==> src/hw/rtl/xcfr_pkg.sv <==
// Shared types and constants for the XOR-checked frame receiver.
package xcfr_pkg;

  // Frame layout
  localparam logic [15:0] FrameMagic     = 16'hA4B0;
  localparam logic [15:0] LengthOverhead = 16'd3;
  localparam logic [2:0]  HeaderBytes    = 3'd6;
  localparam logic [2:0]  HeaderLast     = 3'd5;

  // Body buffer size; a body must satisfy body + 1 <= BodyBufferBytes
  localparam int unsigned BodyBufferBytes = 512;
  localparam logic [16:0] BodyLimit       = 17'(BodyBufferBytes);

  typedef enum logic [1:0] {
    ST_OK    = 2'd0,
    ST_SUM   = 2'd1,
    ST_LARGE = 2'd2,
    ST_MAGIC = 2'd3
  } status_t;

  typedef struct packed {
    logic [7:0]  data_byte;
    logic        frame_end;
    logic [15:0] command;
    logic [15:0] body_length;
    status_t     status;
  } result_t;

endpackage

==> src/hw/rtl/xcfr_in_stage.sv <==
// Input register stage: holds one received byte until the frame engine takes it.
module xcfr_in_stage (
  input  logic       clk,
  input  logic       rst_n,
  input  logic       in_valid,
  output logic       in_ready,
  input  logic [7:0] in_rx_byte,
  input  logic       advance,
  output logic       item_valid,
  output logic [7:0] item_byte
);

  logic       valid_r;
  logic       valid_nxt;
  logic [7:0] byte_r;

  assign in_ready   = !valid_r || advance;
  assign item_valid = valid_r;
  assign item_byte  = byte_r;

  always_comb begin
    valid_nxt = valid_r;
    if (in_valid && in_ready) begin
      valid_nxt = 1'b1;
    end else if (advance) begin
      valid_nxt = 1'b0;
    end
  end

  always_ff @(posedge clk) begin
    if (!rst_n) begin
      valid_r <= 1'b0;
    end else begin
      valid_r <= valid_nxt;
    end
    if (in_valid && in_ready) begin
      byte_r <= in_rx_byte;
    end
  end

endmodule

==> src/hw/rtl/xcfr_frame_engine.sv <==
// Frame engine: header parse, body pass-through, XOR check and status.
module xcfr_frame_engine (
  input  logic             clk,
  input  logic             rst_n,
  input  logic             cfg_we,
  input  logic             cfg_check_magic,
  input  logic             item_valid,
  input  logic [7:0]       item_byte,
  input  logic             take,
  output logic             has_result,
  output xcfr_pkg::result_t result
);

  typedef enum logic [1:0] {
    PH_HEADER = 2'd0,
    PH_BODY   = 2'd1,
    PH_CHECK  = 2'd2
  } phase_t;

  phase_t      phase_r,   phase_nxt;
  logic [2:0]  hdr_idx_r, hdr_idx_nxt;
  logic [15:0] magic_r,   magic_nxt;
  logic [15:0] length_r,  length_nxt;
  logic [15:0] command_r, command_nxt;
  logic [15:0] left_r,    left_nxt;
  logic [7:0]  xor_r,     xor_nxt;
  logic        check_magic_r;

  logic [2:0]        hidx;
  logic [7:0]        xor_base;
  logic [15:0]       body_len;
  logic [7:0]        res_data;
  logic              res_end;
  xcfr_pkg::status_t res_status;

  always_comb begin
    phase_nxt   = phase_r;
    hdr_idx_nxt = hdr_idx_r;
    magic_nxt   = magic_r;
    length_nxt  = length_r;
    command_nxt = command_r;
    left_nxt    = left_r;
    xor_nxt     = xor_r;
    hidx        = 3'd0;
    xor_base    = 8'd0;
    has_result  = 1'b0;
    res_data    = 8'd0;
    res_end     = 1'b0;
    res_status  = xcfr_pkg::ST_OK;

    case (phase_r)
      PH_BODY: begin
        xor_nxt  = xor_r ^ item_byte;
        left_nxt = left_r - 16'd1;
        if (left_nxt == 16'd0) begin
          phase_nxt = PH_CHECK;
        end
        has_result = 1'b1;
        res_data   = item_byte;
      end
      PH_CHECK: begin
        has_result = 1'b1;
        res_end    = 1'b1;
        if (xor_r != item_byte) begin
          res_status = xcfr_pkg::ST_SUM;
        end else if (check_magic_r && (magic_r != xcfr_pkg::FrameMagic)) begin
          res_status = xcfr_pkg::ST_MAGIC;
        end
        phase_nxt   = PH_HEADER;
        hdr_idx_nxt = 3'd0;
        left_nxt    = 16'd0;
        xor_nxt     = 8'd0;
      end
      default: begin
        phase_nxt = PH_HEADER;
        hidx      = (hdr_idx_r >= xcfr_pkg::HeaderBytes) ? 3'd0 : hdr_idx_r;
        xor_base  = (hidx == 3'd0) ? 8'd0 : xor_r;
        xor_nxt   = xor_base ^ item_byte;
        case (hidx)
          3'd0:    magic_nxt   = {item_byte, 8'd0};
          3'd1:    magic_nxt   = {magic_r[15:8], item_byte};
          3'd2:    length_nxt  = {item_byte, 8'd0};
          3'd3:    length_nxt  = {length_r[15:8], item_byte};
          3'd4:    command_nxt = {item_byte, 8'd0};
          default: command_nxt = {command_r[15:8], item_byte};
        endcase
        if (hidx < xcfr_pkg::HeaderLast) begin
          hdr_idx_nxt = hidx + 3'd1;
        end else begin
          hdr_idx_nxt = 3'd0;
          if ((length_nxt < xcfr_pkg::LengthOverhead) ||
              ({1'b0, length_nxt - xcfr_pkg::LengthOverhead} >= xcfr_pkg::BodyLimit)) begin
            has_result = 1'b1;
            res_end    = 1'b1;
            res_status = xcfr_pkg::ST_LARGE;
            left_nxt   = 16'd0;
            xor_nxt    = 8'd0;
          end else begin
            left_nxt  = length_nxt - xcfr_pkg::LengthOverhead;
            phase_nxt = (left_nxt == 16'd0) ? PH_CHECK : PH_BODY;
          end
        end
      end
    endcase
  end

  assign body_len           = length_nxt - xcfr_pkg::LengthOverhead;
  assign result.data_byte   = res_data;
  assign result.frame_end   = res_end;
  assign result.command     = command_nxt;
  assign result.body_length = body_len;
  assign result.status      = res_status;

  always_ff @(posedge clk) begin
    if (!rst_n) begin
      phase_r       <= PH_HEADER;
      hdr_idx_r     <= 3'd0;
      magic_r       <= 16'd0;
      length_r      <= 16'd0;
      command_r     <= 16'd0;
      left_r        <= 16'd0;
      xor_r         <= 8'd0;
      check_magic_r <= 1'b0;
    end else begin
      if (cfg_we) begin
        check_magic_r <= cfg_check_magic;
      end
      if (item_valid && take) begin
        phase_r   <= phase_nxt;
        hdr_idx_r <= hdr_idx_nxt;
        magic_r   <= magic_nxt;
        length_r  <= length_nxt;
        command_r <= command_nxt;
        left_r    <= left_nxt;
        xor_r     <= xor_nxt;
      end
    end
  end

endmodule

==> src/hw/rtl/xcfr_out_reg.sv <==
// Result register: holds one result item until the receiver takes it.
module xcfr_out_reg (
  input  logic              clk,
  input  logic              rst_n,
  input  logic              load,
  input  xcfr_pkg::result_t load_data,
  output logic              out_valid,
  input  logic              out_ready,
  output xcfr_pkg::result_t out_data
);

  logic              valid_r;
  logic              valid_nxt;
  xcfr_pkg::result_t data_r;

  assign out_valid = valid_r;
  assign out_data  = data_r;

  always_comb begin
    valid_nxt = valid_r;
    if (load) begin
      valid_nxt = 1'b1;
    end else if (out_ready) begin
      valid_nxt = 1'b0;
    end
  end

  always_ff @(posedge clk) begin
    if (!rst_n) begin
      valid_r <= 1'b0;
    end else begin
      valid_r <= valid_nxt;
    end
    if (load) begin
      data_r <= load_data;
    end
  end

endmodule

==> src/hw/rtl/xor_checked_frame_receiver_unit.sv <==
// Top level of the XOR-checked frame receiver.
//
// Input channel (in_valid/in_ready/in_rx_byte): one received serial byte per
// item. Frames are magic(2) length(2) command(2) body checksum(1), fields
// big-endian; length counts the body plus three.
// Result channel (out_valid/out_ready/out_*): one item per body byte
// (frame_end low, status ok), and one closing item per frame carrying the
// command, body length and status (ok, checksum mismatch, body too large,
// bad magic). Header bytes other than the last give no item.
// cfg_we/cfg_check_magic: writes the magic-check enable; write while idle.
// Timing: an accepted byte is held in the input register; the frame engine
// then updates its state and loads the result register in the same cycle,
// so each result passes through the input register and the result register.
// Throughput is one byte per cycle while out_ready is high; the engine's state
// update is the only loop.
// Stalls: the result register holds its item while out_ready is low; the
// input register still takes a byte, and in_ready drops only when both
// registers hold items and the held byte produces a result.
// Reset (rst_n low, synchronous): both registers empty, engine hunting for
// a header, checksum and header fields zero, magic check disabled.
module xor_checked_frame_receiver_unit (
  input  logic        clk,
  input  logic        rst_n,
  input  logic        cfg_we,
  input  logic        cfg_check_magic,
  input  logic        in_valid,
  output logic        in_ready,
  input  logic [7:0]  in_rx_byte,
  output logic        out_valid,
  input  logic        out_ready,
  output logic [7:0]  out_data_byte,
  output logic        out_frame_end,
  output logic [15:0] out_command,
  output logic [15:0] out_body_length,
  output logic [1:0]  out_status
);

  logic              item_valid;
  logic [7:0]        item_byte;
  logic              advance;
  logic              take;
  logic              has_result;
  logic              out_can_load;
  logic              out_load;
  xcfr_pkg::result_t eng_result;
  xcfr_pkg::result_t out_data;

  // Result register can take a new item when empty or draining this cycle.
  assign out_can_load = !out_valid || out_ready;
  // Held byte moves on if it makes no result or the result has a place.
  assign advance      = !has_result || out_can_load;
  assign take         = item_valid && advance;
  assign out_load     = item_valid && has_result && out_can_load;

  xcfr_in_stage u_in_stage (
    .clk        (clk),
    .rst_n      (rst_n),
    .in_valid   (in_valid),
    .in_ready   (in_ready),
    .in_rx_byte (in_rx_byte),
    .advance    (advance),
    .item_valid (item_valid),
    .item_byte  (item_byte)
  );

  xcfr_frame_engine u_engine (
    .clk             (clk),
    .rst_n           (rst_n),
    .cfg_we          (cfg_we),
    .cfg_check_magic (cfg_check_magic),
    .item_valid      (item_valid),
    .item_byte       (item_byte),
    .take            (take),
    .has_result      (has_result),
    .result          (eng_result)
  );

  xcfr_out_reg u_out_reg (
    .clk       (clk),
    .rst_n     (rst_n),
    .load      (out_load),
    .load_data (eng_result),
    .out_valid (out_valid),
    .out_ready (out_ready),
    .out_data  (out_data)
  );

  assign out_data_byte   = out_data.data_byte;
  assign out_frame_end   = out_data.frame_end;
  assign out_command     = out_data.command;
  assign out_body_length = out_data.body_length;
  assign out_status      = out_data.status;

`ifndef NO_ASSERTIONS
  // Input side stalls only when the result side is blocked.
  a_no_idle_stall: assert property (@(posedge clk) disable iff (!rst_n)
    !in_ready |-> (out_valid && !out_ready))
    else $error("input stalled while result register could drain");

  // Body byte items always carry ok status.
  a_body_status_ok: assert property (@(posedge clk) disable iff (!rst_n)
    (out_valid && !out_frame_end) |-> (out_status == xcfr_pkg::ST_OK))
    else $error("body byte item with non-ok status");

  // Closing items carry a zero data byte.
  a_end_data_zero: assert property (@(posedge clk) disable iff (!rst_n)
    (out_valid && out_frame_end) |-> (out_data_byte == 8'd0))
    else $error("closing item with nonzero data byte");

  // A result is loaded only when the engine holds a byte and takes it.
  a_load_source: assert property (@(posedge clk) disable iff (!rst_n)
    out_load |-> (item_valid && take))
    else $error("result loaded without the engine taking a byte");
`endif

endmodule
==> config.mk <==
export PLATFORM = sky130hd
export DESIGN_NAME = xor_checked_frame_receiver_unit
export DESIGN_NICKNAME = d
export VERILOG_FILES = /design/src/hw/rtl/xcfr_pkg.sv /design/src/hw/rtl/xcfr_in_stage.sv /design/src/hw/rtl/xcfr_frame_engine.sv /design/src/hw/rtl/xcfr_out_reg.sv /design/src/hw/rtl/xor_checked_frame_receiver_unit.sv
export SDC_FILE = /design/constraint.sdc
export NUM_CORES = 1
export LEC_CHECK = 0
export ABC_AREA = 1
export BUFFER_PORTS_ARGS = -buffer_cell sky130_fd_sc_hd__clkbuf_2
export CAP_MARGIN = 15
export CORE_MARGIN = 5
export CORE_UTILIZATION = 61
export DETAILED_ROUTE_END_ITERATION = 8
export GPL_TIMING_DRIVEN = 0
export PLACE_DENSITY = 0.78
export SKIP_CTS_REPAIR_TIMING = 1
export SLEW_MARGIN = 20
export SYNTH_ARGS = -nofsm -noshare
export SYNTH_HDL_FRONTEND = slang
export SYNTH_HIERARCHICAL = 1
export SYNTH_SLANG_ARGS = --single-unit
==> constraint.sdc <==
create_clock -name clk -period 5.8 [get_ports clk]
set_clock_uncertainty 0.15 [all_clocks]
set_input_delay 1.16 -clock clk [delete_from_list [all_inputs] [get_ports clk]]
set_output_delay 1.16 -clock clk [all_outputs]
set_load 0.05 [all_outputs]
==> reports/metrics.cfg <==
[synthesis]
async_flop_share = 0
syn_avg_cell_area_sq_um = 7.31
synthCells = 1003
synthesis.area_sq_um = 7330
muxShareOfSynthArea = 0
yosys.area_share.simple = 0.254
ys_seq_elements = 131
synth_top_family_by_area = simple AND/OR/NAND/NOR gates
synthAdderAreaFrac = 0.0119
synth_edf_count = 51
mappedNetlistNets = 1024
synth-warning-count = 6
ys.flop_type = dfxtp_1
ys_types = 44
synth_compound_area_frac = 0.150
synth-xor-area-share = 0.0478
ys_seq_area_frac = 0.427

[worst_hold_path]
hold_start = u_engine/magic_r[4]
whs_path_depth = 2
hp-class = register to register
hold_end = u_engine/magic_r[4]

[drt]
post_drt_wl_per_cell_microns = 15.3
first_pass_iters = 5
routed_wl_microns = 18900
viasPerCell = 5.49
drcViolationCount = 0
antenna_left = 0
vias = 6819
first_iter_violations = 550

[setup_path]
cp_slowest_cell = dfxtp_1
crit_path_end_kind = primary output
rr_worst_depth = 34
crit_path_frequent_cell = nand2_1
regToRegStartpoint = u_engine/hdr_idx_r[2]
cp.arrival_ps = 4090
crit_family = simple AND/OR/NAND/NOR gates
reg2reg_slack_ps = 510
start_kind = register
r2r-end = u_engine/magic_r[15]
setup.worst_path.class = register to primary output
slowest_delay_ps = 400
path_buf_inv = 7
critPathRequiredTime_ps = 4490
cp_max_fo = 10

[timing]
drv_slew = 0
finalHoldViolations = 0
worstMarginPinSlew_ps = 942
fmax_mhz = 185
rsz0062_at_grt = no
period_minus_slack_ps = 5400
setup_viol_count_final = 0
fin_setup_tns_ps = 0
post-route-period-util = 0.931
slew_headroom = 0.367
postLayoutSetupSlackWorst_ps = 399

[power]
p_int_w = 0.00163
combPwrFrac = 0.102
clockPowerShare = 0.450
ir_drop_mv = 0.172
seqPwrFrac = 0.448
swShare = 0.258
finalPower_w = 0.00220
power_density_nw_per_um2 = 261
p_leak_nw = 3.94
p_switching_w = 0.000568

[final_layout]
stdcell_count = 1241
fin_util = 0.707
syn_to_final_growth_pct = 14.8
drive_gt1_frac = 0.138
fin_nets = 1102
antennaDiodeCount = 0

[global_route]
grt_use_total = 0.270
grt_pass1_wl_microns = 30700
antenna_found_initial = 0
overflow = 0
grt_max_degree = 27
first_global_vias = 6314

[floorplanning]
boundaryPins = 59
start_util = 0.616
die-area_sq_um = 14300
fp.dieH_microns = 120
die_w_microns = 120
coreArea_sq_um = 11900
row_count = 40

[placement]
dp_hpwl_microns = 13400
gp_congestion = 0.920
port_buffers = 58
dp.cells = 1209
dp_slack_ps = 159

[clock_tree]
clockBufferDepth = 2
cts_buffers = 17
clk_latency_ps = 430
clkSlewWorstSetupHoldPaths_ps = 60
cts-root-buf = clkbuf_16
cts.htree.levels = 4
tritoncts = yes
cts.sinks = 131

[run_status]
status = finished clean

[run]
maxCapViolCount = 0

==> stage by stage <==
stage | instance area (sq um) | hold WS [ps]
after floorplan | 7330 | 291
after global placement | 7810 | 300
after detailed placement | 7850 | 305
after CTS | 8390 | 314
after global routing | 8420 | 333
final | 8420 | 318
==> synthesized netlist by cell type (10+ instances only) <==
cell type / instances / share of area
nand2_1: 228 / 0.12
inv_1: 155 / 0.079
o21ai_0: 96 / 0.066
dfxtp_1: 80 / 0.22
nor2_1: 80 / 0.041
a21oi_1: 79 / 0.054
edfxtp_1: 51 / 0.21
nand3_1: 50 / 0.034
clkbuf_1: 32 / 0.016
xor2_1: 27 / 0.032
xnor2_1: 13 / 0.016
a21oi_2: 12 / 0.014
nand4_1: 12 / 0.010
nand2_2: 10 / 0.0085
nor3_1: 10 / 0.0068
==> final cells by class <==
type	count	area [sq um]
clock buffer	18	429
multi-input combinational	670	3440
inverter	162	613
sequential	131	3130
clock inverter	14	114
timing repair buffer	59	318
tap	147	184
fill	999	3500
buffer	40	186
==> flip-flops by register name, indices dropped and copies added (netlist names), 3 cells and up <==
name,cells
u_engine/command_r,16
u_engine/hdr_idx_r,3
u_engine/left_r,16
u_engine/length_r,16
u_engine/magic_r,16
u_engine/xor_r,8
u_in_stage/item_byte,8
u_out_reg/out_data,43
==> worst reg2reg max path, delay by kind of cell (launching register included) <==
family          cells  cell delay (ps)
compound gates      2              260
flops               1              400
buf+inv             9             1240
fa+ha+maj           2              420
simple gates       21             2740
==> worst max-delay path by stage <==
stage | start | to | slack (ps) | cells after the start
after floorplan | u_engine/hdr_idx_r[2] | u_out_reg/out_valid | 420 | 26
after global placement | u_engine/hdr_idx_r[2] | u_out_reg/out_valid | -930 | 26
after detailed placement | u_engine/hdr_idx_r[2] | u_engine/magic_r[14] | 160 | 34
after CTS | u_engine/hdr_idx_r[2] | u_engine/magic_r[15] | 90 | 33
after global routing | u_engine/hdr_idx_r[2] | in_ready | 40 | 27
final | u_engine/hdr_idx_r[2] | in_ready | 400 | 27
==> power groups by stage <==
stage	Sequential, W	Clock [W]	Combinational [W]
floorplan	0.00100	0	0.000164
global placement	0.00100	0	0.000214
detailed placement	0.00100	0	0.000218
CTS	0.000984	0.00100	0.000219
global route	0.000985	0.00104	0.000249
finish	0.000984	0.000990	0.000224
==> metal layers <==
metal / global-route usage / up-vias / wire (microns)
li1: - / 3374 / -
met2: 0.442 / 284 / 9060
met4: 0.115 / 0 / 502
met1: 0.342 / 3122 / 8020
met5: 0 / - / 0
met3: 0.0650 / 39 / 1360
==> placed cells by master, fill, tap and decap left out, types with 7 or more instances in the layout <==
cell type  count
a21oi_1       78
a21oi_2       12
clkbuf_1      31
clkbuf_16     17
clkbuf_2      60
dfxtp_1       80
edfxtp_1      51
ha_1           7
inv_1        155
nand2_1      228
nand2_2       10
nand3_1       50
nand4_1       12
nor2_1        76
nor2_2         9
nor3_1         9
o21ai_0       96
o22ai_1        8
xnor2_1       13
xor2_1        27
==> cells by family (layout without fill, tap and decap cells) <==
kind of cell	after synthesis	count (layout)
simple gates	418	418
compound gates	205	205
buf+inv	202	293
flops	131	131
xor+xnor	40	40
fa+ha+maj	7	7
No activity file was read; power rests on OpenSTA's default activity.
